[src/hw/rtl/trr_pkg.sv]
// Package for the telemetry request responder.
// Holds the frame constants and the store access structs; no dependencies.
package trr_pkg;

    localparam int FRAME_BYTES = 45;
    localparam int STORE_SPAN  = 41;
    localparam int STORE_DEPTH = 2 * STORE_SPAN;
    localparam int ADDR_W      = $clog2(STORE_DEPTH);
    localparam int POS_W       = $clog2(FRAME_BYTES);

    localparam logic [POS_W-1:0] POS_START  = POS_W'(0);
    localparam logic [POS_W-1:0] POS_MODULE = POS_W'(1);
    localparam logic [POS_W-1:0] POS_FIRST  = POS_W'(2);
    localparam logic [POS_W-1:0] POS_ID     = POS_W'(3);
    localparam logic [POS_W-1:0] POS_LAST_S = POS_W'(42);
    localparam logic [POS_W-1:0] POS_STOP   = POS_W'(43);
    localparam logic [POS_W-1:0] POS_SUM    = POS_W'(FRAME_BYTES - 1);

    localparam logic [ADDR_W-1:0] GPS_BASE = ADDR_W'(STORE_SPAN);

    localparam logic [7:0] BYTE_BIN_REQ = 8'h80;
    localparam logic [7:0] BYTE_TXT_REQ = 8'h7F;
    localparam logic [7:0] BYTE_GAM     = 8'h8D;
    localparam logic [7:0] BYTE_GPS     = 8'h8A;
    localparam logic [7:0] BYTE_START   = 8'h7C;
    localparam logic [7:0] BYTE_STOP    = 8'h7D;
    localparam logic [7:0] ID_GAM       = 8'hD0;
    localparam logic [7:0] ID_GPS       = 8'hA0;

    typedef struct packed {
        logic              en;
        logic [ADDR_W-1:0] addr;
        logic [7:0]        data;
    } t_wr_req;

    typedef struct packed {
        logic              en;
        logic [ADDR_W-1:0] addr;
    } t_rd_req;

    typedef struct packed {
        logic       written;
        logic [7:0] data;
    } t_rd_rsp;

    typedef struct packed {
        logic start;
        logic sel;
    } t_frame_cmd;

endpackage

[src/hw/rtl/trr_store.sv]
// Payload store: 82 x 8 synchronous memory with registered read data.
// Per-entry written bits are read out beside the data. Uses trr_pkg.
module trr_store (
    input  logic             i_clk,
    input  logic             i_rst_n,
    input  trr_pkg::t_wr_req i_wr,
    input  trr_pkg::t_rd_req i_rd,
    output trr_pkg::t_rd_rsp o_rsp
);

    logic [7:0]                      r_mem [trr_pkg::STORE_DEPTH];
    logic [trr_pkg::STORE_DEPTH-1:0] r_written;
    logic [7:0]                      r_rdata;
    logic                            r_rwritten;

    always_ff @(posedge i_clk) begin
        if (i_wr.en) begin
            r_mem[i_wr.addr] <= i_wr.data;
        end
        if (i_rd.en) begin
            r_rdata <= r_mem[i_rd.addr];
        end
    end

    always_ff @(posedge i_clk) begin
        if (!i_rst_n) begin
            r_written  <= '0;
            r_rwritten <= 1'b0;
        end else begin
            if (i_wr.en) begin
                r_written[i_wr.addr] <= 1'b1;
            end
            if (i_rd.en) begin
                r_rwritten <= r_written[i_rd.addr];
            end
        end
    end

    assign o_rsp.written = r_rwritten;
    assign o_rsp.data    = r_rdata;

    a_no_rw_overlap: assert property (@(posedge i_clk) disable iff (!i_rst_n)
        !(i_wr.en && i_rd.en))
        else $error("store read and write in the same cycle");

    a_wr_in_range: assert property (@(posedge i_clk) disable iff (!i_rst_n)
        i_wr.en |-> (i_wr.addr < trr_pkg::ADDR_W'(trr_pkg::STORE_DEPTH)))
        else $error("store write address out of range");

    a_rd_in_range: assert property (@(posedge i_clk) disable iff (!i_rst_n)
        i_rd.en |-> (i_rd.addr < trr_pkg::ADDR_W'(trr_pkg::STORE_DEPTH)))
        else $error("store read address out of range");

endmodule

[src/hw/rtl/trr_framer.sv]
// Reply framer: steps through the 45 frame positions, reads stored bytes one
// ahead, accumulates the checksum and drives the output register. Uses trr_pkg.
module trr_framer (
    input  logic                i_clk,
    input  logic                i_rst_n,
    input  trr_pkg::t_frame_cmd i_cmd,
    input  trr_pkg::t_rd_rsp    i_rsp,
    output trr_pkg::t_rd_req    o_rd,
    output logic                o_busy,
    output logic                o_m_tvalid,
    input  logic                i_m_tready,
    output logic [7:0]          o_m_tdata,
    output logic                o_m_tlast
);

    logic                      r_busy;
    logic                      r_sel;
    logic [trr_pkg::POS_W-1:0] r_pos;
    logic [7:0]                r_sum;
    logic                      r_m_valid;
    logic [7:0]                r_m_data;
    logic                      r_m_last;

    logic                      n_advance;
    logic [7:0]                n_byte;
    logic [trr_pkg::ADDR_W-1:0] n_rd_addr;

    assign n_advance = r_busy && (!r_m_valid || i_m_tready);

    always_comb begin
        priority if (r_pos == trr_pkg::POS_START) begin
            n_byte = trr_pkg::BYTE_START;
        end else if (r_pos == trr_pkg::POS_MODULE) begin
            n_byte = r_sel ? trr_pkg::BYTE_GPS : trr_pkg::BYTE_GAM;
        end else if (r_pos == trr_pkg::POS_ID) begin
            n_byte = r_sel ? trr_pkg::ID_GPS : trr_pkg::ID_GAM;
        end else if (r_pos == trr_pkg::POS_STOP) begin
            n_byte = trr_pkg::BYTE_STOP;
        end else if (r_pos == trr_pkg::POS_SUM) begin
            n_byte = r_sum;
        end else begin
            n_byte = i_rsp.written ? i_rsp.data : 8'h00;
        end
    end

    // read address of the next position: base + (pos + 1 - 2)
    assign n_rd_addr = trr_pkg::ADDR_W'(r_pos) - trr_pkg::ADDR_W'(1)
                     + (r_sel ? trr_pkg::GPS_BASE : '0);
    assign o_rd.en   = n_advance && (r_pos >= trr_pkg::POS_MODULE)
                     && (r_pos < trr_pkg::POS_LAST_S);
    assign o_rd.addr = n_rd_addr;

    always_ff @(posedge i_clk) begin
        if (!i_rst_n) begin
            r_busy    <= 1'b0;
            r_sel     <= 1'b0;
            r_pos     <= trr_pkg::POS_START;
            r_sum     <= 8'h00;
            r_m_valid <= 1'b0;
        end else begin
            if (i_cmd.start && !r_busy) begin
                r_busy <= 1'b1;
                r_sel  <= i_cmd.sel;
                r_pos  <= trr_pkg::POS_START;
                r_sum  <= 8'h00;
            end else if (n_advance) begin
                r_sum <= r_sum + n_byte;
                if (r_pos == trr_pkg::POS_SUM) begin
                    r_busy <= 1'b0;
                    r_pos  <= trr_pkg::POS_START;
                end else begin
                    r_pos <= r_pos + trr_pkg::POS_W'(1);
                end
            end
            if (n_advance) begin
                r_m_valid <= 1'b1;
            end else if (i_m_tready) begin
                r_m_valid <= 1'b0;
            end
        end
    end

    always_ff @(posedge i_clk) begin
        if (n_advance) begin
            r_m_data <= n_byte;
            r_m_last <= (r_pos == trr_pkg::POS_SUM);
        end
    end

    assign o_busy     = r_busy;
    assign o_m_tvalid = r_m_valid;
    assign o_m_tdata  = r_m_data;
    assign o_m_tlast  = r_m_last;

    a_pos_range: assert property (@(posedge i_clk) disable iff (!i_rst_n)
        r_pos <= trr_pkg::POS_SUM)
        else $error("frame position out of range");

    a_idle_pos: assert property (@(posedge i_clk) disable iff (!i_rst_n)
        !r_busy |-> (r_pos == trr_pkg::POS_START))
        else $error("position not parked while idle");

    a_frame_end: assert property (@(posedge i_clk) disable iff (!i_rst_n)
        (n_advance && r_pos == trr_pkg::POS_SUM) |=> (!r_busy && r_m_valid && r_m_last))
        else $error("checksum beat did not close the frame");

    a_no_restart: assert property (@(posedge i_clk) disable iff (!i_rst_n)
        r_busy |-> !i_cmd.start)
        else $error("frame start while busy");

endmodule

[src/hw/rtl/telemetry_request_responder_unit.sv]
// Top level of the telemetry request responder: request parser, enables,
// payload store and reply framer. Uses trr_pkg, trr_store and trr_framer.
//
//  channel   dir  handshake                 payload
//  s stream  in   i_s_tvalid / o_s_tready   tdata, tuser
//  m stream  out  o_m_tvalid / i_m_tready   tdata, tlast
//  cfg       in   i_cfg_we                  i_cfg_index, i_cfg_data
//
// A request that is answered is accepted, then gives one beat per frame
// position, paced by the output register loading one position a cycle
// whenever it is empty or i_m_tready takes the held beat.
// Input is held off (o_s_tready low) until the checksum beat is loaded.
// Synchronous active-low reset clears the parser, enables and written bits.
module telemetry_request_responder_unit (
    input  logic        i_clk,
    input  logic        i_rst_n,
    input  logic        i_s_tvalid,
    output logic        o_s_tready,
    input  logic [23:0] i_s_tdata,   // line_byte[7:0], byte_index[13:8], payload_value[21:14]
    input  logic [1:0]  i_s_tuser,   // mode[0], module_sel[1]
    output logic        o_m_tvalid,
    input  logic        i_m_tready,
    output logic [7:0]  o_m_tdata,   // out_byte[7:0]
    output logic        o_m_tlast,
    input  logic        i_cfg_we,
    input  logic        i_cfg_index,
    input  logic        i_cfg_data
);

    localparam logic [1:0] ST_IDLE   = 2'd0;
    localparam logic [1:0] ST_BINARY = 2'd1;
    localparam logic [1:0] ST_TEXT   = 2'd2;

    localparam logic CFG_GAM_EN = 1'b0;
    localparam logic CFG_GPS_EN = 1'b1;

    logic [1:0] r_state;
    logic [1:0] n_state;
    logic       r_gam_en;
    logic       r_gps_en;

    logic       n_accept;
    logic       n_mode;
    logic       n_sel;
    logic [7:0] n_line;
    logic [5:0] n_idx;
    logic [7:0] n_val;
    logic       busy;

    trr_pkg::t_wr_req    n_wr;
    trr_pkg::t_rd_req    rd;
    trr_pkg::t_rd_rsp    rsp;
    trr_pkg::t_frame_cmd n_cmd;

    assign n_mode = i_s_tuser[0];
    assign n_sel  = i_s_tuser[1];
    assign n_line = i_s_tdata[7:0];
    assign n_idx  = i_s_tdata[13:8];
    assign n_val  = i_s_tdata[21:14];

    assign o_s_tready = !busy;
    assign n_accept   = i_s_tvalid && !busy;

    assign n_wr.en   = n_accept && n_mode && (n_idx >= trr_pkg::POS_FIRST)
                     && (n_idx <= trr_pkg::POS_LAST_S) && (n_idx != trr_pkg::POS_ID);
    assign n_wr.addr = trr_pkg::ADDR_W'(n_idx) - trr_pkg::ADDR_W'(trr_pkg::POS_FIRST)
                     + (n_sel ? trr_pkg::GPS_BASE : '0);
    assign n_wr.data = n_val;

    always_comb begin
        n_state   = r_state;
        n_cmd     = '0;
        if (n_accept && !n_mode) begin
            unique case (r_state)
                ST_IDLE: begin
                    if (n_line == trr_pkg::BYTE_BIN_REQ) begin
                        n_state = ST_BINARY;
                    end else if (n_line == trr_pkg::BYTE_TXT_REQ) begin
                        n_state = ST_TEXT;
                    end
                end
                ST_BINARY: begin
                    n_state = ST_IDLE;
                    if (n_line == trr_pkg::BYTE_GAM && r_gam_en) begin
                        n_cmd.start = 1'b1;
                        n_cmd.sel   = 1'b0;
                    end else if (n_line == trr_pkg::BYTE_GPS && r_gps_en) begin
                        n_cmd.start = 1'b1;
                        n_cmd.sel   = 1'b1;
                    end
                end
                default: begin
                    n_state = ST_IDLE;
                end
            endcase
        end
    end

    always_ff @(posedge i_clk) begin
        if (!i_rst_n) begin
            r_state  <= ST_IDLE;
            r_gam_en <= 1'b0;
            r_gps_en <= 1'b0;
        end else begin
            r_state <= n_state;
            if (i_cfg_we) begin
                unique case (i_cfg_index)
                    CFG_GAM_EN: r_gam_en <= i_cfg_data;
                    CFG_GPS_EN: r_gps_en <= i_cfg_data;
                    default: ;
                endcase
            end
        end
    end

    trr_store u_store (
        .i_clk   (i_clk),
        .i_rst_n (i_rst_n),
        .i_wr    (n_wr),
        .i_rd    (rd),
        .o_rsp   (rsp)
    );

    trr_framer u_framer (
        .i_clk      (i_clk),
        .i_rst_n    (i_rst_n),
        .i_cmd      (n_cmd),
        .i_rsp      (rsp),
        .o_rd       (rd),
        .o_busy     (busy),
        .o_m_tvalid (o_m_tvalid),
        .i_m_tready (i_m_tready),
        .o_m_tdata  (o_m_tdata),
        .o_m_tlast  (o_m_tlast)
    );

    a_state_legal: assert property (@(posedge i_clk) disable iff (!i_rst_n)
        r_state != 2'd3)
        else $error("parser in unused state");

    a_start_returns_idle: assert property (@(posedge i_clk) disable iff (!i_rst_n)
        n_cmd.start |=> (r_state == ST_IDLE && busy))
        else $error("reply start did not take the framer");

    a_busy_blocks_write: assert property (@(posedge i_clk) disable iff (!i_rst_n)
        busy |-> !n_wr.en)
        else $error("payload write during reply");

endmodule

[config.mk]
export PLATFORM = sky130hd
export DESIGN_NAME = telemetry_request_responder_unit
export DESIGN_NICKNAME = d
export VERILOG_FILES = /design/src/hw/rtl/trr_pkg.sv /design/src/hw/rtl/trr_store.sv /design/src/hw/rtl/trr_framer.sv /design/src/hw/rtl/telemetry_request_responder_unit.sv
export SDC_FILE = /design/constraint.sdc
export NUM_CORES = 1
export LEC_CHECK = 0
export BUFFER_PORTS_ARGS = -buffer_cell sky130_fd_sc_hd__buf_2
export CORE_UTILIZATION = 55
export DETAILED_ROUTE_END_ITERATION = 7
export GPL_TIMING_DRIVEN = 0
export PLACE_DENSITY = 0.71
export SLEW_MARGIN = 30
export SYNTH_ARGS = -nofsm -noshare
export SYNTH_HDL_FRONTEND = slang
export SYNTH_SLANG_ARGS = --single-unit
[constraint.sdc]
create_clock -name i_clk -period 4.85 [get_ports i_clk]
set_input_delay 0.97 -clock i_clk [delete_from_list [all_inputs] [get_ports i_clk]]
set_output_delay 0.97 -clock i_clk [all_outputs]
set_load 0.02 [all_outputs]
==> impl_metrics.tcl, run 1 <==
set metrics [dict create \
    hp-class "flop to flop" \
    end_kind "flop" \
    slew_headroom 0.300 \
    route.detailed.drc 0 \
    status "finished, final reports clean" \
    whs_endpoint "u_store.r_written[59]$_SDFFE_PN0P_" \
    rsz0062_at_grt "false" \
    syn_to_final_growth_pct 11.8 \
    wl_met1_um 30000 \
    ys_async_sr_fraction 0 \
    synth_seq_area_share 0.711 \
    grt_max_degree 83 \
    clockRootBuffer "clkbuf_16" \
    tightest_slew_ns 1.05 \
    cts_buffer_depth 3 \
    holdPathStages 2 \
    synthesis.area_um2 31300 \
    ys_warn_count 0 \
    grt_pass1_wl_um 106000 \
    synth_ff_type "edfxtp_1" \
    n_antenna_cell 0 \
    first_pass_iters 5 \
    final_net_count 1963 \
    clk_latency_ns 0.62 \
    numCtsBuffers 79 \
    viasPerCell 6.23 \
    synth-edff-count 673 \
    p_leak_nw 10.9 \
    finalSetupViolCount 0 \
    placed_cell_area_um2 32500 \
    n_fill_cell 4030 \
    first_global_vias 16707 \
    post_cts_buffers 0 \
    start_kind "flop" \
    place_congestion 0.865 \
    drt_iter0_markers 1830 \
    routed.top_layer "met4" \
    io_buffers 40 \
    worst-r2r-cell-count 13 \
    period_share 0.980 \
    clock-sinks 777 \
    placed_cells 2574 \
    instances_no_fill 2712 \
    htreeDepth 3 \
    row_count 87 \
    drv_cap 0 \
    cts.clk_slew.worst_paths_ns 0.06 \
    ys_types 64 \
    ant_nets 0 \
    critPathArrivalTime_ns 5.09 \
    dp_hpwl_um 47000 \
    cts_tree "done" \
    final-seq-area_um2 22300 \
    powerDensity_nw_per_um2 383 \
    required_ns 5.18 \
    vdd_drop_max_uv 298 \
    grt_use_total 0.255 \
    crit_start "u_framer.r_sel$_SDFFE_PN0P_" \
    num_vias 16892 \
    hold_viol 0 \
    crit_path_max_fanout 19 \
    start_util 0.556 \
    fp.dieArea_um2 57900 \
    fin_util 0.621 \
    grt-ovfl-total 0 \
    final_area_um2 35000 \
    min_from "u_store.r_written[59]$_SDFFE_PN0P_" \
    syn_avg_cell_area_um2 17.6 \
    drive_above_1_share 0.219 \
    multi_input_area_um2 8490 \
    r2r_end "u_store.r_rdata[5]$_DFFE_PP_" \
    drt-wirelength-per-cell_um 26.3 \
    synth_cells 1778 \
    synth_seq_cells 777 \
    io_pins 44 \
    period_minus_slack_ns 4.75 \
    setup_tns_ns 0 \
    finalClockSkew_ns 0.0139 \
    die_h_um 241 \
    antenna_found_initial 0 \
    met2_length_um 33600 \
    core_um2 56400 \
    holdBufCountCts 0 \
    max_freq_mhz 210 \
    die_w_um 241 \
    r2r_setup_slack_ns 0.1 \
    r2r_start "u_framer.r_sel$_SDFFE_PN0P_" \
    drt-total-wl_um 71400 \
    slew_violations 0 \
    critPathKind "flop to flop" \
    synth_nets 1843 \
    wl_met3_um 5810 \
    fin_worst_hold_slack_ns 0.451 \
]
## flip-flops by register name, indices dropped and copies added (netlist names), 2 cells and up
signal	count
u_framer.o_m_tdata	8
u_store.r_rdata	8
u_framer.r_pos	6
u_store.r_mem	656
u_framer.r_sum	8
u_store.r_written	82
r_state	2
## stage by stage
| step | power (mW) | setup WS [ns] |
|---|---|---|
| floorplan | 7.56 | 0.938 |
| global placement | 7.72 | -0.545 |
| detailed placement | 7.73 | -0.673 |
| CTS | 13.5 | 0.0826 |
| global route | 13.8 | 0.00302 |
| finish | 13.4 | 0.0954 |
## critical path, stage by stage (launching register included)
cell	delay, ns
dfxtp_1	0.46
inv_1	0.17
ha_1	0.21
inv_1	0.05
ha_1	0.15
inv_1	0.05
fa_1	0.47
buf_2	0.24
buf_2	0.34
clkbuf_2	0.67
mux4_2	0.45
mux4_2	0.55
a2111oi_0	0.49
a21oi_1	0.14
## repair_timing
action                     CTS  global route
gates resized for setup      4            10
setup endpoints to repair    7             6
cloned                       0             0
## cell usage in the layout, fill, tap and decap left out, drive strengths merged, types with 4 or more instances in the layout
| cell type | netlist | final |
|---|---|---|
| a221oi | 15 | 15 |
| nand3 | 26 | 26 |
| clkbuf | 64 | 157 |
| mux2 | 13 | 13 |
| ha | 29 | 29 |
| edfxtp | 673 | 673 |
| nor2b | 9 | 9 |
| bufinv | 0 | 4 |
| o211ai | 4 | 4 |
| nand3b | 6 | 6 |
| xor2 | 4 | 4 |
| o21ai | 117 | 117 |
| nand4 | 5 | 5 |
| dfxtp | 104 | 104 |
| nand2 | 127 | 127 |
| nand4b | 5 | 5 |
| nor3 | 11 | 11 |
| mux2i | 50 | 50 |
| nand2b | 8 | 8 |
| o22ai | 4 | 4 |
| buf | 37 | 78 |
| nor2 | 111 | 111 |
| inv | 36 | 42 |
| a221o | 4 | 4 |
| a22oi | 5 | 5 |
| mux4 | 196 | 196 |
| a21o | 6 | 6 |
| a21oi | 39 | 39 |
| xnor2 | 14 | 14 |
| or2 | 6 | 6 |
| clkinv | 2 | 33 |
## cells in the mapped netlist (all sizes together) (2+ instances only)
cell type / number / area, um^2
buf: 37 / 216
or4: 2 / 15.0
a21oi: 39 / 195
o211a: 2 / 20.0
nor2: 111 / 417
o211ai: 4 / 30.0
nand2b: 8 / 50.1
a211oi: 2 / 15.0
nor2b: 9 / 56.3
nand2: 127 / 477
o21ai: 117 / 586
or2: 6 / 37.5
a21o: 6 / 45.0
a21boi: 2 / 15.0
nor4: 3 / 18.8
mux4: 196 / 4410
a221o: 4 / 40.0
or3: 3 / 18.8
a31oi: 3 / 18.8
clkinv: 2 / 7.51
mux2: 13 / 146
xnor2: 14 / 123
a31o: 3 / 26.3
dfxtp: 104 / 2080
o21a: 3 / 22.5
ha: 29 / 363
inv: 36 / 135
nand4b: 5 / 43.8
nand3: 26 / 130
a22oi: 5 / 37.5
xor2: 4 / 42.6
o22ai: 4 / 25.0
nand4: 5 / 31.3
nor3: 11 / 55.1
nand3b: 6 / 45.0
a2111oi: 2 / 17.5
a221oi: 15 / 131
fa: 3 / 60.1
edfxtp: 673 / 20200
and2: 3 / 18.8
clkbuf: 64 / 240
mux2i: 50 / 500
## how the worst max path moves through the flow
stage / endpoint / cells after the start
global placement: u_store.r_rdata[6]$_DFFE_PP_ / 14
floorplan: u_framer.r_sum[7]$_SDFFE_PP0P_ / 17
CTS: u_framer.r_sum[7]$_SDFFE_PP0P_ / 18
detailed placement: u_store.r_rdata[6]$_DFFE_PP_ / 14
finish: u_store.r_rdata[5]$_DFFE_PP_ / 13
global route: u_store.r_rdata[5]$_DFFE_PP_ / 13
## power by group
| part | leakage [nW] | total (mW) | internal (mW) | switching [mW] |
|---|---|---|---|---|
| clock | 1.22 | 5.82 | 3.34 | 2.48 |
| sequential | 6.88 | 7.29 | 7.28 | 0.00722 |
| combinational | 2.85 | 0.309 | 0.0597 | 0.249 |
| total | 10.9 | 13.4 | 10.7 | 2.73 |
## area by class of cell
type / instances / share of cell area
multi-input combinational: 862 / 0.242
tap: 756 / 0.0270
sequential: 777 / 0.637
inverter: 38 / 0.00407
timing repair buffer: 40 / 0.00629
clock inverter: 43 / 0.00915
clock buffer: 96 / 0.0610
buffer: 100 / 0.0135
## cell families (layout without fill, tap and decap cells)
group                    count (synthesis)  count (layout)  synth area share
flip-flops                             777             777             0.711
AND/OR/NAND/NOR                        328             328            0.0458
multiplexers                           259             259             0.162
AO/OA/AOI/OAI                          225             225            0.0433
buffers and inverters                  139             317            0.0191
adder cells (fa/ha/maj)                 32              32            0.0135
XOR/XNOR                                18              18           0.00527
## per-layer routing
layer / vias up / global-route usage
met5: - / 0
met4: 0 / 0.0863
met3: 120 / 0.0398
met2: 763 / 0.398
met1: 8712 / 0.372
li1: 7297 / -
Power figures use the tool's default switching activity.
==> run 2, diff against run 1 <==
--- a/config.mk
+++ b/config.mk
@@ -12,2 +12,4 @@
 export PLACE_DENSITY = 0.71
+export REMOVE_ABC_BUFFERS = 1
+export SKIP_CTS_REPAIR_TIMING = 1
 export SLEW_MARGIN = 30
==> constraint.sdc (replaced) <==
create_clock -name i_clk -period 4.85 [get_ports i_clk]
set_input_delay 0.7275 -clock i_clk [delete_from_list [all_inputs] [get_ports i_clk]]
set_output_delay 0.7275 -clock i_clk [all_outputs]
set_load 0.02 [all_outputs]
==> run 2 against run 1 <==
Compared with the run above: clock skew increased by 0.0075 ns; cell count down 2.7%; routed wire length decreased by 4.7%; largest power group unchanged; highest routed layer unchanged; critical endpoint unchanged; critical path type unchanged.
==> impl_metrics.tcl, run 2 (same netlist as run 1, synthesis figures left out) <==
set metrics [dict create \
    slew_violations 0 \
    fin_util 0.621 \
    hold_viol 0 \
    routed.top_layer "met4" \
    die_h_um 241 \
    finalSetupViolCount 0 \
    finalClockSkew_ns 0.0214 \
    grt-ovfl-total 0 \
    hp-class "primary input to flop" \
    crit_path_max_fanout 41 \
    drt-total-wl_um 68100 \
    status "finished, final reports clean" \
    viasPerCell 6.20 \
    io_buffers 41 \
    crit_family "adder cells" \
    row_count 87 \
    fp.dieArea_um2 57900 \
    dp_hpwl_um 41300 \
    core_um2 56400 \
    slew_headroom 0.280 \
    first_global_vias 16180 \
    io_pins 44 \
    slowest_stage "fa_4" \
    fin_worst_hold_slack_ns 0.369 \
    cts.clk_slew.worst_paths_ns 0.06 \
    clk_latency_ns 0.62 \
    placed_cells 2498 \
    drt_iter0_markers 1787 \
    drt-wirelength-per-cell_um 25.8 \
    max_freq_mhz 227 \
    ant_nets 0 \
    placed_cell_area_um2 32600 \
    tightest_slew_ns 1.08 \
    required_ns 5.20 \
    wl_met1_um 28100 \
    period_share 0.909 \
    critPathKind "flop to flop" \
    rsz0062_at_grt "false" \
    drv_cap 0 \
    period_minus_slack_ns 4.41 \
    syn_to_final_growth_pct 11.8 \
    die_w_um 241 \
    cts_buffer_depth 3 \
    final_net_count 1887 \
    clockRootBuffer "clkbuf_16" \
    n_fill_cell 3950 \
    setup_tns_ns 0 \
    instances_no_fill 2638 \
    critPathBufInv 5 \
    vdd_drop_max_uv 276 \
    start_util 0.556 \
    first_pass_iters 8 \
    grt_max_degree 91 \
    drive_above_1_share 0.215 \
    grt_pass1_wl_um 102000 \
    crit_top_cell "inv_1" \
    powerDensity_nw_per_um2 380 \
    numCtsBuffers 78 \
    clock-sinks 777 \
    grt_use_total 0.242 \
    num_vias 16368 \
    htreeDepth 3 \
    top_register "u_store.r_mem" \
    antenna_found_initial 0 \
    cts_tree "done" \
    place_congestion 0.833 \
    end_kind "flop" \
    route.detailed.drc 0 \
    wl_met3_um 4470 \
    critPathArrivalTime_ns 4.75 \
    crit_chain "inv_1 > ha_4 > inv_1 > ha_4 > inv_1 > fa_4 > buf_16 > buf_12 > mux4_2 > mux4_2 > a2111oi_0 > a21oi_1" \
    p_leak_nw 10.8 \
    final_common_cell "edfxtp_1" \
    r2r_setup_slack_ns 0.44 \
    final_cell_mix "edfxtp_1, mux4_2, nand2_1" \
    critical_path.max_stage_delay_ns 0.96 \
    met2_length_um 33600 \
    final_area_um2 35000 \
    largest_register_ffs 656 \
    start_kind "flop" \
    top_regs "u_store.r_mem x656, u_store.r_written x82" \
]
run 2: cell count changes in the layout (fill, tap and decap cells not counted), sizes merged:
cell           delta
inv               -4
clkinv            +1
clkdlybuf4s15     -1
clkbuf           -57
buf              -13
bufinv            -1
diode             +1
run 2: final timing paths:
path                                       from                            endpoint  cells past startpoint
min reg2reg  u_store.r_written[47]$_SDFFE_PN0P_  u_store.r_written[47]$_SDFFE_PN0P_                      2
max                 u_framer.r_sel$_SDFFE_PN0P_        u_store.r_rdata[5]$_DFFE_PP_                     12
min                                  i_cfg_data               r_gam_en$_SDFFE_PN0P_                      3
max reg2reg         u_framer.r_sel$_SDFFE_PN0P_        u_store.r_rdata[5]$_DFFE_PP_                     12
run 2: cell type report:
cell class | count | area [um^2] | area share
inverter | 38 | 143 | 0.00407
tap | 756 | 946 | 0.0270
sequential | 777 | 22300 | 0.636
multi-input combinational | 862 | 8540 | 0.244
clock inverter | 39 | 324 | 0.00925
antenna | 1 | 2.50 | 0.0000714
clock buffer | 100 | 2090 | 0.0596
timing repair buffer | 65 | 711 | 0.0203
run 2: tightest hold or removal path, cell delays in order:
cell and delay, ns:
buf_2 0.09, mux2i_1 0.06, nor2_1 0.07
run 2: stage by stage:
| step | worst slack, ns | power [mW] |
|---|---|---|
| CTS | 0.241 | 13.4 |
| floorplan | -4.71 | 7.54 |
| global placement | -8.71 | 7.72 |
| finish | 0.443 | 13.3 |
| detailed placement | 0.115 | 7.74 |
| global route | 0.0618 | 13.6 |
run 2: report_power, final:
part,internal (mW),switching (mW)
clock network,3.22,2.48
registers,7.28,0.00710
logic,0.0564,0.254
total,10.6,2.75
run 2: layer usage:
metal,vias to the layer above,track usage
met5,-,0
li1,7153,-
met4,0,0.0757
met1,8456,0.340
met2,635,0.390
met3,124,0.0415
==> run 3, diff against run 2 <==
BUFFER_PORTS_ARGS = -buffer_cell sky130_fd_sc_hd__clkbuf_2   (was -buffer_cell sky130_fd_sc_hd__buf_2)
==> run 3 against run 2 <==
Compared with the run above: die area did not move; maximum frequency fell by 6.9%; non-clock buffer count rose by 9; combinational power rose by 6.5%; sequential share of layout area fell by 0.38 points; clock skew fell by 0.0040 ns; global-route usage rose by 0.74 points; cell count rose by 0.38%; critical path type unchanged.
==> impl_metrics.tcl, run 3 (same netlist as run 1, synthesis figures left out) <==
set metrics [dict create \
    status "finished, final reports clean" \
    tightest_slew_ns 1.05 \
    period_minus_slack_ns 4.73 \
    grt-ovfl-total 0 \
    numCtsBuffers 79 \
    fin_worst_hold_slack_ns 0.375 \
    placed_cells 2506 \
    n_antenna_cell 0 \
    drv_cap 0 \
    syn_to_final_growth_pct 12.5 \
    cts_buffer_depth 3 \
    grt_pass1_wl_um 104000 \
    final_common_cell "edfxtp_1" \
    powerDensity_nw_per_um2 381 \
    finalSetupViolCount 0 \
    drt-wirelength-per-cell_um 26.5 \
    place_congestion 0.828 \
    row_count 87 \
    num_vias 16594 \
    p_leak_nw 10.9 \
    dp_hpwl_um 43300 \
    max_freq_mhz 211 \
    route.detailed.drc 0 \
    final_net_count 1897 \
    slew_violations 0 \
    drive_above_1_share 0.219 \
    io_pins 44 \
    first_pass_iters 6 \
    slew_headroom 0.297 \
    finalClockSkew_ns 0.0174 \
    crit_path_max_fanout 39 \
    htreeDepth 3 \
    rsz0062_at_grt "false" \
    clock-sinks 777 \
    clk_latency_ns 0.62 \
    drt-total-wl_um 70100 \
    largest_register_ffs 656 \
    end_kind "flop" \
    top_regs "u_store.r_mem x656, u_store.r_written x82" \
    io_buffers 41 \
    critPathArrivalTime_ns 5.08 \
    antenna_found_initial 0 \
    start_kind "flop" \
    top_register "u_store.r_mem" \
    instances_no_fill 2648 \
    fp.dieArea_um2 57900 \
    drt_iter0_markers 1721 \
    die_w_um 241 \
    period_share 0.976 \
    first_global_vias 16376 \
    core_um2 56400 \
    start_util 0.556 \
    vdd_drop_max_uv 362 \
    hp-class "primary input to flop" \
    ant_nets 0 \
    critPathKind "flop to flop" \
    cts_tree "done" \
    die_h_um 241 \
    hold_viol 0 \
    final_cell_mix "edfxtp_1, mux4_2, nand2_1" \
    clockRootBuffer "clkbuf_16" \
    grt_max_degree 63 \
    required_ns 5.20 \
    grt_use_total 0.250 \
    viasPerCell 6.27 \
    n_fill_cell 3980 \
    cts.clk_slew.worst_paths_ns 0.06 \
]
[run 3: changes by cell type in the layout (fill, tap and decap cells not counted), moves of 3 or more]
cell / before / now
buf_12: 7 / 17
buf_2: 32 / 0
buf_4: 14 / 2
buf_6: 0 / 3
clkbuf_2: 0 / 32
clkbuf_4: 0 / 9
clkinv_2: 14 / 18
[run 3: through the flow]
| step | TNS, ns | setup WS, ns | utilization | instance area [um^2] | power (mW) |
|---|---|---|---|---|---|
| 6_report | 0 | 0.117 | 0.625 | 35300 | 13.4 |
| 5_1_grt | 0 | 0.0295 | 0.625 | 35300 | 13.8 |
| 4_1_cts | 0 | 0.0688 | 0.625 | 35200 | 13.5 |
| 3_5_place_dp | 0 | 0.0427 | 0.581 | 32800 | 7.75 |
| 3_3_place_gp | -75.63 | -8.83 | 0.568 | 32000 | 7.72 |
| 2_1_floorplan | -41.92 | -4.71 | - | 30900 | 7.54 |
[run 3: final cells by class]
cell class / instances / area [um^2] / area share
clock buffer: 100 / 2110 / 0.0598
clock inverter: 41 / 342 / 0.00969
inverter: 38 / 143 / 0.00405
multi-input combinational: 862 / 8540 / 0.242
sequential: 777 / 22300 / 0.632
tap: 756 / 946 / 0.0268
timing repair buffer: 74 / 882 / 0.0250
[run 3: final timing paths]
check | end | from | cells after the start | slack (ns)
setup reg to reg | u_store.r_rdata[5]$_DFFE_PP_ | u_framer.r_sel$_SDFFE_PN0P_ | 12 | 0.12
hold reg to reg | u_store.r_written[12]$_SDFFE_PN0P_ | u_store.r_written[12]$_SDFFE_PN0P_ | 2 | 0.45
hold / removal | r_gps_en$_SDFFE_PN0P_ | i_cfg_data | 3 | 0.38
setup / recovery | u_store.r_rdata[5]$_DFFE_PP_ | u_framer.r_sel$_SDFFE_PN0P_ | 12 | 0.12
[run 3: metal layers]
metal,vias to the layer above,routed length (um),global-route usage
met5,-,0,0
met4,0,2070,0.0787
met3,128,4980,0.0422
met2,711,34800,0.404
met1,8573,28300,0.349
li1,7182,-,-
[run 3: worst max-delay path: stages (launching register included)]
cell and delay (ns):
dfxtp_1 0.47, inv_1 0.19, ha_4 0.19, inv_1 0.08, ha_4 0.13, inv_1 0.06, fa_4 1.09, buf_12 0.29
buf_12 0.27, mux4_2 0.38, mux4_2 0.55, a2111oi_0 0.58, a21oi_1 0.11
[run 3: report_power, final]
part / leakage, nW / switching, mW / total, mW / internal (mW)
clock network: 1.21 / 2.48 / 5.82 / 3.34
logic: 2.86 / 0.260 / 0.330 / 0.0701
registers: 6.88 / 0.00745 / 7.29 / 7.28
